==> src/rtl/core/rfc_pkg.sv <==
package rfc_pkg;

  // Command kinds
  typedef enum logic [1:0] {
    KIND_RECT    = 2'd0,
    KIND_ELLIPSE = 2'd1,
    KIND_COPY    = 2'd2,
    KIND_READ    = 2'd3
  } kind_e;

  // Pixel word width
  localparam int unsigned PIX_W = 32;

  // Signed coordinate width: covers -511 .. 766 for every command kind
  localparam int unsigned COORD_W = 11;

  // Ellipse accumulator width: x^2*ry^2 + y^2*rx^2 stays below 2^36
  localparam int unsigned ELL_W = 38;

  // Command request
  typedef struct packed {
    kind_e            kind;
    logic [7:0]       pos_x;
    logic [6:0]       pos_y;
    logic [8:0]       size_x;
    logic [7:0]       size_y;
    logic [7:0]       src_x;
    logic [6:0]       src_y;
    logic [PIX_W-1:0] color;
  } req_t;

  // Command result
  typedef struct packed {
    logic [PIX_W-1:0] read_data;
    logic             clipped;
  } rsp_t;

  // Pixel store port controls
  typedef struct packed {
    logic we;
    logic re;
  } mem_ctl_t;

endpackage

==> src/rtl/core/rfc_seq.sv <==
module rfc_seq #(
  parameter int unsigned STORE_WIDTH  = 256,
  parameter int unsigned STORE_HEIGHT = 128,
  parameter int unsigned AW           = 15
) (
  input  logic                      clk_i,
  input  logic                      rst_ni,
  input  logic                      start_i,
  input  rfc_pkg::req_t             req_i,
  output logic                      idle_o,
  output logic                      done_o,
  input  logic                      ready_i,
  output rfc_pkg::rsp_t             rsp_o,
  output rfc_pkg::mem_ctl_t         mem_ctl_o,
  output logic [AW-1:0]             mem_waddr_o,
  output logic [rfc_pkg::PIX_W-1:0] mem_wdata_o,
  output logic [AW-1:0]             mem_raddr_o,
  input  logic [rfc_pkg::PIX_W-1:0] mem_rdata_i
);
  import rfc_pkg::*;

  // Row base address width: signed row times store width
  localparam int unsigned WSW = $clog2(STORE_WIDTH + 1) + 1;
  localparam int unsigned BW  = COORD_W + WSW;

  localparam logic [COORD_W:0]       W_LIM  = (COORD_W + 1)'(STORE_WIDTH);
  localparam logic [COORD_W:0]       H_LIM  = (COORD_W + 1)'(STORE_HEIGHT);
  localparam logic signed [16:0]     W_MUL  = 17'(STORE_WIDTH);
  localparam logic signed [BW-1:0]   W_STEP = BW'(STORE_WIDTH);

  // Sequencer states
  localparam logic [2:0] ST_IDLE  = 3'd0;
  localparam logic [2:0] ST_SETUP = 3'd1;
  localparam logic [2:0] ST_RUN   = 3'd2;
  localparam logic [2:0] ST_DRAIN = 3'd3;
  localparam logic [2:0] ST_DONE  = 3'd4;

  // Setup steps on the shared multiplier
  localparam logic [2:0] SP_DBASE = 3'd0;
  localparam logic [2:0] SP_SBASE = 3'd1;
  localparam logic [2:0] SP_RX2   = 3'd1;
  localparam logic [2:0] SP_RY2   = 3'd2;
  localparam logic [2:0] SP_LIM   = 3'd3;
  localparam logic [2:0] SP_PX    = 3'd4;
  localparam logic [2:0] SP_QY    = 3'd5;
  localparam logic [2:0] SP_INIT  = 3'd6;

  logic [2:0] state_q;
  logic [2:0] step_q;
  logic       pend_q;

  kind_e                      kind_q;
  logic [PIX_W-1:0]           color_q;
  logic [8:0]                 rx_q;
  logic [7:0]                 ry_q;
  logic signed [COORD_W-1:0]  col_q, col0_q, col_end_q, row_q, row_end_q;
  logic signed [COORD_W-1:0]  scol_q, scol0_q, srow_q;
  logic signed [BW-1:0]       dbase_q, sbase_q;
  logic [17:0]                rx2_q;
  logic [15:0]                ry2_q;
  logic signed [ELL_W-1:0]    lim_q, a_q, b_q, d_q, e_q, dinit_q;
  logic [AW-1:0]              pend_addr_q;
  logic                       clip_q;
  logic [PIX_W-1:0]           rdata_q;

  logic signed [18:0]         mul_a;
  logic signed [16:0]         mul_b;
  logic signed [35:0]         prod;
  logic signed [BW-1:0]       dst_full, src_full;
  logic [AW-1:0]              dst_addr, src_addr;
  logic signed [ELL_W-1:0]    ell_sum;
  logic                       in_ell, dst_in, src_in, both_in;
  logic                       last_col, last_row, setup_last, empty, run, wr_pix;
  logic                       is_rect, is_ell, is_copy, is_read;

  function automatic logic in_store(logic signed [COORD_W-1:0] c,
                                    logic signed [COORD_W-1:0] r);
    logic ok;
    ok = !c[COORD_W-1] && !r[COORD_W-1] &&
         ({1'b0, c} < W_LIM) && ({1'b0, r} < H_LIM);
    return ok;
  endfunction

  assign is_rect = (kind_q == KIND_RECT);
  assign is_ell  = (kind_q == KIND_ELLIPSE);
  assign is_copy = (kind_q == KIND_COPY);
  assign is_read = (kind_q == KIND_READ);

  // Shared multiplier operand selection
  always_comb begin
    mul_a = 19'(row_q);
    mul_b = W_MUL;
    if (is_copy && (step_q == SP_SBASE)) begin
      mul_a = 19'(srow_q);
    end
    if (is_ell) begin
      case (step_q)
        SP_RX2: begin
          mul_a = {10'b0, rx_q};
          mul_b = {8'b0, rx_q};
        end
        SP_RY2: begin
          mul_a = {11'b0, ry_q};
          mul_b = {9'b0, ry_q};
        end
        SP_LIM: begin
          mul_a = {1'b0, rx2_q};
          mul_b = {1'b0, ry2_q};
        end
        SP_PX: begin
          mul_a = {10'b0, rx_q};
          mul_b = {1'b0, ry2_q};
        end
        SP_QY: begin
          mul_a = {1'b0, rx2_q};
          mul_b = {9'b0, ry_q};
        end
        default: begin
          mul_a = 19'(row_q);
          mul_b = W_MUL;
        end
      endcase
    end
  end

  assign prod = mul_a * mul_b;

  // Pixel addresses and tests
  assign dst_full = dbase_q + BW'(col_q);
  assign src_full = sbase_q + BW'(scol_q);
  assign dst_addr = dst_full[AW-1:0];
  assign src_addr = src_full[AW-1:0];
  assign dst_in   = in_store(col_q, row_q);
  assign src_in   = in_store(scol_q, srow_q);
  assign both_in  = dst_in && src_in;
  assign ell_sum  = a_q + b_q;
  assign in_ell   = (ell_sum <= lim_q);
  assign last_col = (col_q == col_end_q);
  assign last_row = (row_q == row_end_q);

  assign empty = ((req_i.kind == KIND_RECT) || (req_i.kind == KIND_COPY)) &&
                 ((req_i.size_x == '0) || (req_i.size_y == '0));

  always_comb begin
    case (kind_q)
      KIND_COPY:    setup_last = (step_q == SP_SBASE);
      KIND_ELLIPSE: setup_last = (step_q == SP_INIT);
      default:      setup_last = (step_q == SP_DBASE);
    endcase
  end

  // Control state
  always_ff @(posedge clk_i or negedge rst_ni) begin
    if (!rst_ni) begin
      state_q <= ST_IDLE;
      step_q  <= SP_DBASE;
      pend_q  <= 1'b0;
    end else begin
      case (state_q)
        ST_IDLE: begin
          pend_q <= 1'b0;
          step_q <= SP_DBASE;
          if (start_i) begin
            state_q <= empty ? ST_DONE : ST_SETUP;
          end
        end
        ST_SETUP: begin
          step_q <= step_q + 3'd1;
          if (setup_last) begin
            state_q <= ST_RUN;
          end
        end
        ST_RUN: begin
          pend_q <= is_copy && both_in;
          if (is_read) begin
            state_q <= ST_DRAIN;
          end else if (last_col && last_row) begin
            state_q <= is_copy ? ST_DRAIN : ST_DONE;
          end
        end
        ST_DRAIN: begin
          pend_q  <= 1'b0;
          state_q <= ST_DONE;
        end
        ST_DONE: begin
          if (ready_i) begin
            state_q <= ST_IDLE;
          end
        end
        default: state_q <= ST_IDLE;
      endcase
    end
  end

  // Datapath
  always_ff @(posedge clk_i) begin
    case (state_q)
      ST_IDLE: begin
        if (start_i) begin
          kind_q  <= req_i.kind;
          color_q <= req_i.color;
          rx_q    <= req_i.size_x;
          ry_q    <= req_i.size_y;
          clip_q  <= 1'b0;
          rdata_q <= '0;
          scol_q  <= COORD_W'(req_i.src_x);
          scol0_q <= COORD_W'(req_i.src_x);
          srow_q  <= COORD_W'(req_i.src_y);
          if (req_i.kind == KIND_ELLIPSE) begin
            col_q     <= COORD_W'(req_i.pos_x) - COORD_W'(req_i.size_x);
            col0_q    <= COORD_W'(req_i.pos_x) - COORD_W'(req_i.size_x);
            col_end_q <= COORD_W'(req_i.pos_x) + COORD_W'(req_i.size_x);
            row_q     <= COORD_W'(req_i.pos_y) - COORD_W'(req_i.size_y);
            row_end_q <= COORD_W'(req_i.pos_y) + COORD_W'(req_i.size_y);
          end else begin
            col_q     <= COORD_W'(req_i.pos_x);
            col0_q    <= COORD_W'(req_i.pos_x);
            col_end_q <= COORD_W'(req_i.pos_x) + COORD_W'(req_i.size_x)
                         - COORD_W'(1);
            row_q     <= COORD_W'(req_i.pos_y);
            row_end_q <= COORD_W'(req_i.pos_y) + COORD_W'(req_i.size_y)
                         - COORD_W'(1);
          end
        end
      end
      ST_SETUP: begin
        if (step_q == SP_DBASE) begin
          dbase_q <= prod[BW-1:0];
        end else if (is_copy) begin
          sbase_q <= prod[BW-1:0];
        end else begin
          // Ellipse constants and the incremental x^2*ry^2 / y^2*rx^2 terms
          case (step_q)
            SP_RX2: rx2_q   <= prod[17:0];
            SP_RY2: ry2_q   <= prod[15:0];
            SP_LIM: lim_q   <= ELL_W'(prod);
            SP_PX:  dinit_q <= ELL_W'(prod);
            SP_QY:  e_q     <= ELL_W'(prod);
            SP_INIT: begin
              dinit_q <= ELL_W'(ry2_q) - (dinit_q <<< 1);
              d_q     <= ELL_W'(ry2_q) - (dinit_q <<< 1);
              e_q     <= ELL_W'(rx2_q) - (e_q <<< 1);
              a_q     <= lim_q;
              b_q     <= lim_q;
            end
            default: lim_q <= lim_q;
          endcase
        end
      end
      ST_RUN: begin
        pend_addr_q <= dst_addr;
        // Clip flag for skipped pixels
        case (kind_q)
          KIND_RECT:    if (!dst_in) clip_q <= 1'b1;
          KIND_ELLIPSE: if (in_ell && !dst_in) clip_q <= 1'b1;
          KIND_COPY:    if (!both_in) clip_q <= 1'b1;
          default:      if (!dst_in) clip_q <= 1'b1;
        endcase
        // Raster walk
        if (last_col) begin
          col_q   <= col0_q;
          scol_q  <= scol0_q;
          row_q   <= row_q + COORD_W'(1);
          srow_q  <= srow_q + COORD_W'(1);
          dbase_q <= dbase_q + W_STEP;
          sbase_q <= sbase_q + W_STEP;
          a_q     <= lim_q;
          d_q     <= dinit_q;
          b_q     <= b_q + e_q;
          e_q     <= e_q + ELL_W'({rx2_q, 1'b0});
        end else begin
          col_q  <= col_q + COORD_W'(1);
          scol_q <= scol_q + COORD_W'(1);
          a_q    <= a_q + d_q;
          d_q    <= d_q + ELL_W'({ry2_q, 1'b0});
        end
      end
      ST_DRAIN: begin
        if (is_read && !clip_q) begin
          rdata_q <= mem_rdata_i;
        end
      end
      default: rdata_q <= rdata_q;
    endcase
  end

  // Store port: fills write directly, copies write in the cycle after the read
  assign run    = (state_q == ST_RUN);
  assign wr_pix = run && dst_in && (is_rect || (is_ell && in_ell));

  assign mem_ctl_o.we = pend_q || wr_pix;
  assign mem_ctl_o.re = run && ((is_copy && both_in) || (is_read && dst_in));
  assign mem_waddr_o  = pend_q ? pend_addr_q : dst_addr;
  assign mem_wdata_o  = pend_q ? mem_rdata_i : color_q;
  assign mem_raddr_o  = is_copy ? src_addr : dst_addr;

  assign idle_o          = (state_q == ST_IDLE);
  assign done_o          = (state_q == ST_DONE);
  assign rsp_o.read_data = rdata_q;
  assign rsp_o.clipped   = clip_q;

endmodule

==> config.mk <==
export PLATFORM = sky130hd
export DESIGN_NAME = rfc_seq
export DESIGN_NICKNAME = d
export VERILOG_FILES = /design/src/rtl/core/rfc_pkg.sv /design/src/rtl/core/rfc_seq.sv
export SDC_FILE = /design/constraint.sdc
export NUM_CORES = 2
export LEC_CHECK = 0
export ABC_AREA = 1
export BUFFER_PORTS_ARGS = -buffer_cell sky130_fd_sc_hd__buf_2
export CAP_MARGIN = 30
export CELL_PAD_IN_SITES_DETAIL_PLACEMENT = 2
export CELL_PAD_IN_SITES_GLOBAL_PLACEMENT = 2
export CORE_UTILIZATION = 35
export CTS_CLUSTER_DIAMETER = 80
export CTS_CLUSTER_SIZE = 40
export DETAILED_ROUTE_END_ITERATION = 10
export GPL_TIMING_DRIVEN = 0
export MAX_ROUTING_LAYER = met4
export PLACE_DENSITY = 0.75
export SYNTH_ARGS = -nofsm -noshare
export SYNTH_HDL_FRONTEND = slang
export SYNTH_SLANG_ARGS = --single-unit
==> constraint.sdc <==
create_clock -name clk_i -period 7.6 [get_ports clk_i]
set_clock_uncertainty 0.1 [all_clocks]
set_input_delay 0.76 -clock clk_i [delete_from_list [all_inputs] [get_ports clk_i]]
set_output_delay 0.76 -clock clk_i [all_outputs]
set_load 0.01 [all_outputs]
After elaboration in Yosys (flattened, before gate mapping)
Cells that the tools add are included.
Widths: inputs -> output; s select.
{"block": "word_totals", "output_inout_bits": 99, "elab_cells": 220, "reg_bits": 493}
{"block": "classes", "mux": 69, "magnitude_cmp": 5, "n_eq_ne": 32, "mul": 1, "n_bitwise": 2, "add_sub_neg": 22, "reduce_logical": 61}
{"cell": "$mux 38", "count": 12}
{"cell": "$pmux 38 s2", "count": 6}
{"cell": "$mux 11", "count": 12}
{"cell": "$add 38x38->38", "count": 3}
{"cell": "$mux 21", "count": 5}
{"cell": "$mux 32", "count": 3}
{"cell": "$pmux 11 s2", "count": 4}
{"cell": "$pmux 21 s2", "count": 2}
{"cell": "$pmux 32 s2", "count": 1}
{"cell": "$pmux 19 s3", "count": 1}
{"cell": "$pmux 16 s3", "count": 1}
{"cell": "$add 11x2->11 const B", "count": 4}
{"cell": "$add 21x10->21 const B", "count": 2}
{"cell": "$add 38x17->38", "count": 1}
{"cell": "$add 38x19->38", "count": 1}
{"cell": "$le 38x36->1", "count": 1}
{"cell": "$mux 19", "count": 2}
{"cell": "$sub 16x38->38", "count": 1}
{"cell": "$sub 18x38->38", "count": 1}
{"cell": "$mul 19x17->36", "count": 1}
{"cell": "$add 15x11->15", "count": 2}
{"cell": "$mux 15", "count": 2}
{"cell": "$reduce_and 4->1", "count": 7}
{"cell": "$eq 11x11->1", "count": 2}
{"cell": "other kinds (39)", "count": 115}

Depth between registers and ports, before layout
{"block": "depth", "depth_word": 9, "mapped_depth": 39}

Worst setup path after synthesis
Ideal clock, no wire load.
{"block": "synth_timing", "kind": "reg2reg", "from": "reg step_q[0]", "to": "reg e_q[18] (data pin)", "path_slack_ns": 0.772, "synth_period_minus_slack_ns": 6.828, "n_path_buf": 0, "arrival_ns": 6.475, "required_ns": 7.247, "stages_incl_launch_ff": 33, "path_cell_list": "dfrtp_1 inv_1 ha_1 inv_1 nor2_2 nor2_1 nand2_2 nor2_1 o21ai_4 nand2_1 inv_2 nor2_1 fa_1 inv_1 fa_1 fa_1 fa_1 inv_1 fa_1 inv_1 fa_1 inv_1 ha_1 nand2_1 nor2_1 nor2_1 o211ai_1 or2_2 and2_1 nand2_1 nand2_1 nand2_1 nand2_1"}
{"block": "synth_via", "elab_chain_cells": 9}
{"item": "start, declared", "line_no": "rfc_seq.sv:49", "text": "logic [2:0] step_q;"}
{"item": "start signal, assigned", "line_no": "rfc_seq.sv:168", "text": "step_q <= step_q + 3'd1;"}
{"item": "$eq 3x3->1, or another cell as far along", "line_no": "rfc_seq.sv:97", "text": "case (step_q)"}
{"item": "$reduce_or 2->1 (no source line) / $logic_and 1x1->1 (equally long branches)"}
{"item": "$pmux 19 s3, or another cell as far along", "line_no": "rfc_seq.sv:97"}
{"item": "$mux 19 / $mux 16 (equally long branches)", "line_no": "rfc_seq.sv:96", "text": "if (is_ell) begin"}
{"item": "$mul 19x17->36 (*)", "line_no": "rfc_seq.sv:126", "text": "assign prod = mul_a * mul_b;"}
{"item": "named net prod[18]", "line_no": "rfc_seq.sv:68", "text": "logic signed [35:0] prod;"}
{"item": "$pmux 38 s2 (*)", "line_no": "rfc_seq.sv:233", "text": "case (step_q)"}
{"item": "$mux 38 (*)", "line_no": "rfc_seq.sv:229", "text": "end else if (is_copy) begin"}
{"item": "$mux 38 (*)", "line_no": "rfc_seq.sv:227", "text": "if (step_q == SP_DBASE) begin"}
{"item": "$pmux 38 s2 (*)", "line_no": "rfc_seq.sv:197", "text": "case (state_q)"}
{"item": "end signal, assigned", "line_no": "rfc_seq.sv:238", "text": "SP_QY: e_q <= ELL_W'(prod);"}
{"item": "end signal, assigned", "line_no": "rfc_seq.sv:242", "text": "e_q <= ELL_W'(rx2_q) - (e_q <<< 1);"}
{"item": "end signal, assigned", "line_no": "rfc_seq.sv:270", "text": "e_q <= e_q + ELL_W'({rx2_q, 1'b0});"}
{"item": "end, declared", "line_no": "rfc_seq.sv:61", "text": "logic signed [ELL_W-1:0] lim_q, a_q, b_q, d_q, e_q, dinit_q;"}
Mark *: on every way through the listed nets, which the timed path passes. The rest lies on a longest branch. The select of a mux whose other input is x is not followed.
A chain may end at the register's enable or synchronous reset.

Worst setup path in the final report
{"block": "layout_timing", "from": "reg step_q[1]", "to": "reg e_q[11] (data pin)"}
The elaborated chain is that of the path after synthesis.

==> reports/results.ini <==
[outcome]
outcome=finished with violations
violations=setup timing

[layout]
syn2layout_area_growth_pct=17.5
final_util_pct=41.7
fin_area_mm2=0.0592
fin_nets=7988
drive_gt1_share_pct=11.9

[floorplan]
ios=216
rows=138
die-area_mm2=0.145
initial_core_util_pct=35.5
die_y_um=381
core_area_mm2=0.142
die_w_um=381

[yosys]
ys_types=50
synth_compound_area_share_pct=11.2
synth_top_family_by_area=simple AND/OR/NAND/NOR gates
synth_seq_area_share_pct=28.5
syn_area_mm2=0.0504
synth_edf_count=472
ys.flop_type=edfxtp_1
avgSynthCellArea_um2=7.51
synthCells=6711
synth_xor_area_share_pct=3.95
async_flop_share_pct=1.46
ys_warn_count=0
synth-simple-area-share_pct=24.3
yosys_register_bits=479
synthMuxAreaShare_pct=0
synthAdderAreaFrac_pct=22.2

[flow_run]
maxCapViolations=0

[clocking]
cts_max_level=2
clock_sinks=479
clockBufferDepth=3
path_clk_slew_ns=0.10
clk_root_buffer_cell=clkbuf_16
clk_latency_ns=0.66
cts_tree=built
numCtsBuffers=38

[drt]
routedWlPerCell_um=28.8
initialDrtViolationCount=3982
vias=51400
drt-pass1-iter-count=5
drt.antenna.violating_nets=0
route.detailed.drc=0
viasPerCell=5.65
drt_wl_total_um=262000

[critical_path]
crit_fanout=7
reg2reg_to=e_q[11]
arrival_ns=8.32
cpPeakStageDelay_ns=0.65
r2r_slack_ns=-0.34
slowest_stage=fa_1
crit_required_ns=7.99
setup.worst_path.start_class=register
timing.rr.start=step_q[1]
setup.worst_path.end_class=register
r2r_cells=30
path_class=reg2reg

[sta]
worst_pin_slew_ns=1.11
finalHoldViolations=0
period_share_pct=104
drv_slew=0
fmax_mhz=126
slew_headroom_pct=26.3
setup_violations=64
rsz0062_at_grt=true
layout_setup_ws_ns=-0.340
min_period_ns=7.94

[global_routing]
antenna_found_initial=8
grt_pass1_wl_um=360000
grt_max_degree=32
gr-usage-all-layers_pct=34.4
first_global_vias=54000
grt_overflow=0

[hold_path]
min_path_cells=1
hold_path_class=in2reg
hold_end=color_q[15]
hp-start=req_i[15]

[placed_design]
gp_congestion=0.989
io_buffers=215
dpl_cell_area_mm2=0.0546
dp_slack_ns=-1.88
dp_hpwl_um=206000

[critical path, delay by kind of cell (launching register included)]
| kind | cells | cell delay, ns |
|---|---|---|
| adders and majority gates | 8 | 3.62 |
| DFF | 1 | 0.46 |
| buffers and inverters | 10 | 1.20 |
| xor gates and xnor gates | 1 | 0.46 |
| and+or+nand+nor | 7 | 1.09 |
| AOI/OAI and AO/OA | 4 | 0.86 |
[sequential cells by signal (all words and copies together) (netlist names), 8 cells and up]
signal       cells
a_q             38
b_q             38
col0_q          10
col_end_q       11
col_q           11
color_q         32
d_q             38
dbase_q         15
dinit_q         38
e_q             38
lim_q           36
pend_addr_q     15
rdata_q         32
row_end_q       10
row_q           11
rx2_q           18
rx_q             9
ry2_q           16
ry_q             8
sbase_q         15
scol0_q          8
scol_q          11
srow_q          11
[cell families (layout without fill, tap and decap cells)]
group                    count (synthesis)  in the layout
AO/OA/AOI/OAI                         1023           1024
adder cells (fa/ha/maj)                701            701
buffers and inverters                 1312           1764
XOR/XNOR                               227            227
flip-flops                             479            479
other                                    2             40
AND/OR/NAND/NOR                       2967           2968
[placed cells by master (no fill, tap or decap), types with 22 or more instances in the layout]
master / n
ha_4: 23
o21ai_0: 428
o211ai_1: 30
clkbuf_16: 40
nor4_1: 32
nand2_2: 52
xnor2_1: 79
edfxtp_1: 472
inv_1: 1137
nand2_1: 1547
a21o_1: 25
nor3_1: 79
nand3_1: 346
o21bai_1: 25
a31oi_1: 47
conb_1: 37
or2_2: 33
nor2_1: 641
fa_1: 298
buf_6: 23
ha_1: 354
nand2_4: 39
xor2_1: 136
buf_4: 112
inv_2: 32
fa_2: 22
clkbuf_1: 72
nand4_1: 68
a21oi_1: 329
buf_2: 228
[metrics by stage]
step / hold WS [ns] / instances / TNS (ns)
after floorplan: 0.364 / 6746 / 0
after global placement: 0.405 / 8851 / -333.14
after detailed placement: 0.429 / 8891 / -121.28
after CTS: 0.148 / 9037 / -0.0263
after global routing: 0.168 / 9092 / -19.88
final: 0.184 / 9093 / -9.36
[final cells by class]
cell class,count,area [µm²]
Buffer,118,636
Multi-Input combinational cell,4957,33000
Clock buffer,42,997
Clock inverter,28,454
Fill cell,16400,82900
Tap cell,1890,2360
Inverter,1194,4570
Sequential cell,479,14400
Timing Repair Buffer,382,2820
Antenna cell,3,7.51
[what timing repair did]
item,in CTS,in global routing
endpoints found under the hold margin,7,0
gates cloned,2,1
buffers inserted,73,50
hold buffers,1,0
setup endpoints to repair,115,85
resized for setup,302,232
pin swaps,58,96
[per-layer routing]
metal	vias up	wire length [µm]	track usage, %
met1	26400	109000	43.5
met2	1713	125000	57.5
met3	582	12900	2.32
li1	22700	-	-
met5	-	0	-
met4	0	14900	12.9
[Yosys cell counts (81+ instances only)]
library cell     n  area [µm²]
nand3_1        376        1880
nand2_1       1638        6150
o21ai_0        451        2260
inv_1         1176        4410
edfxtp_1       472       14200
xnor2_1         81         709
clkbuf_1        85         319
xor2_1         146        1280
nor2_1         671        2520
a21oi_1        354        1770
ha_1           381        4770
fa_1           320        6410
nor3_1          87         435
[worst max path at each step]
stage | cells past startpoint | slack [ns] | start | end
3_5_place_dp | 32 | -1.88 | kind_q[1] | e_q[37]
6_report | 30 | -0.34 | step_q[1] | e_q[11]
3_3_place_gp | 7 | -3.16 | state_q[2] | rdata_q[7]
2_1_floorplan | 32 | 0.77 | step_q[0] | e_q[18]
4_1_cts | 36 | -0.03 | step_q[0] | e_q[36]
5_1_grt | 35 | -0.46 | step_q[1] | e_q[31]
Power is not shown: default switching activity piles up to over one toggle a cycle in this logic, so the estimate is an artifact.
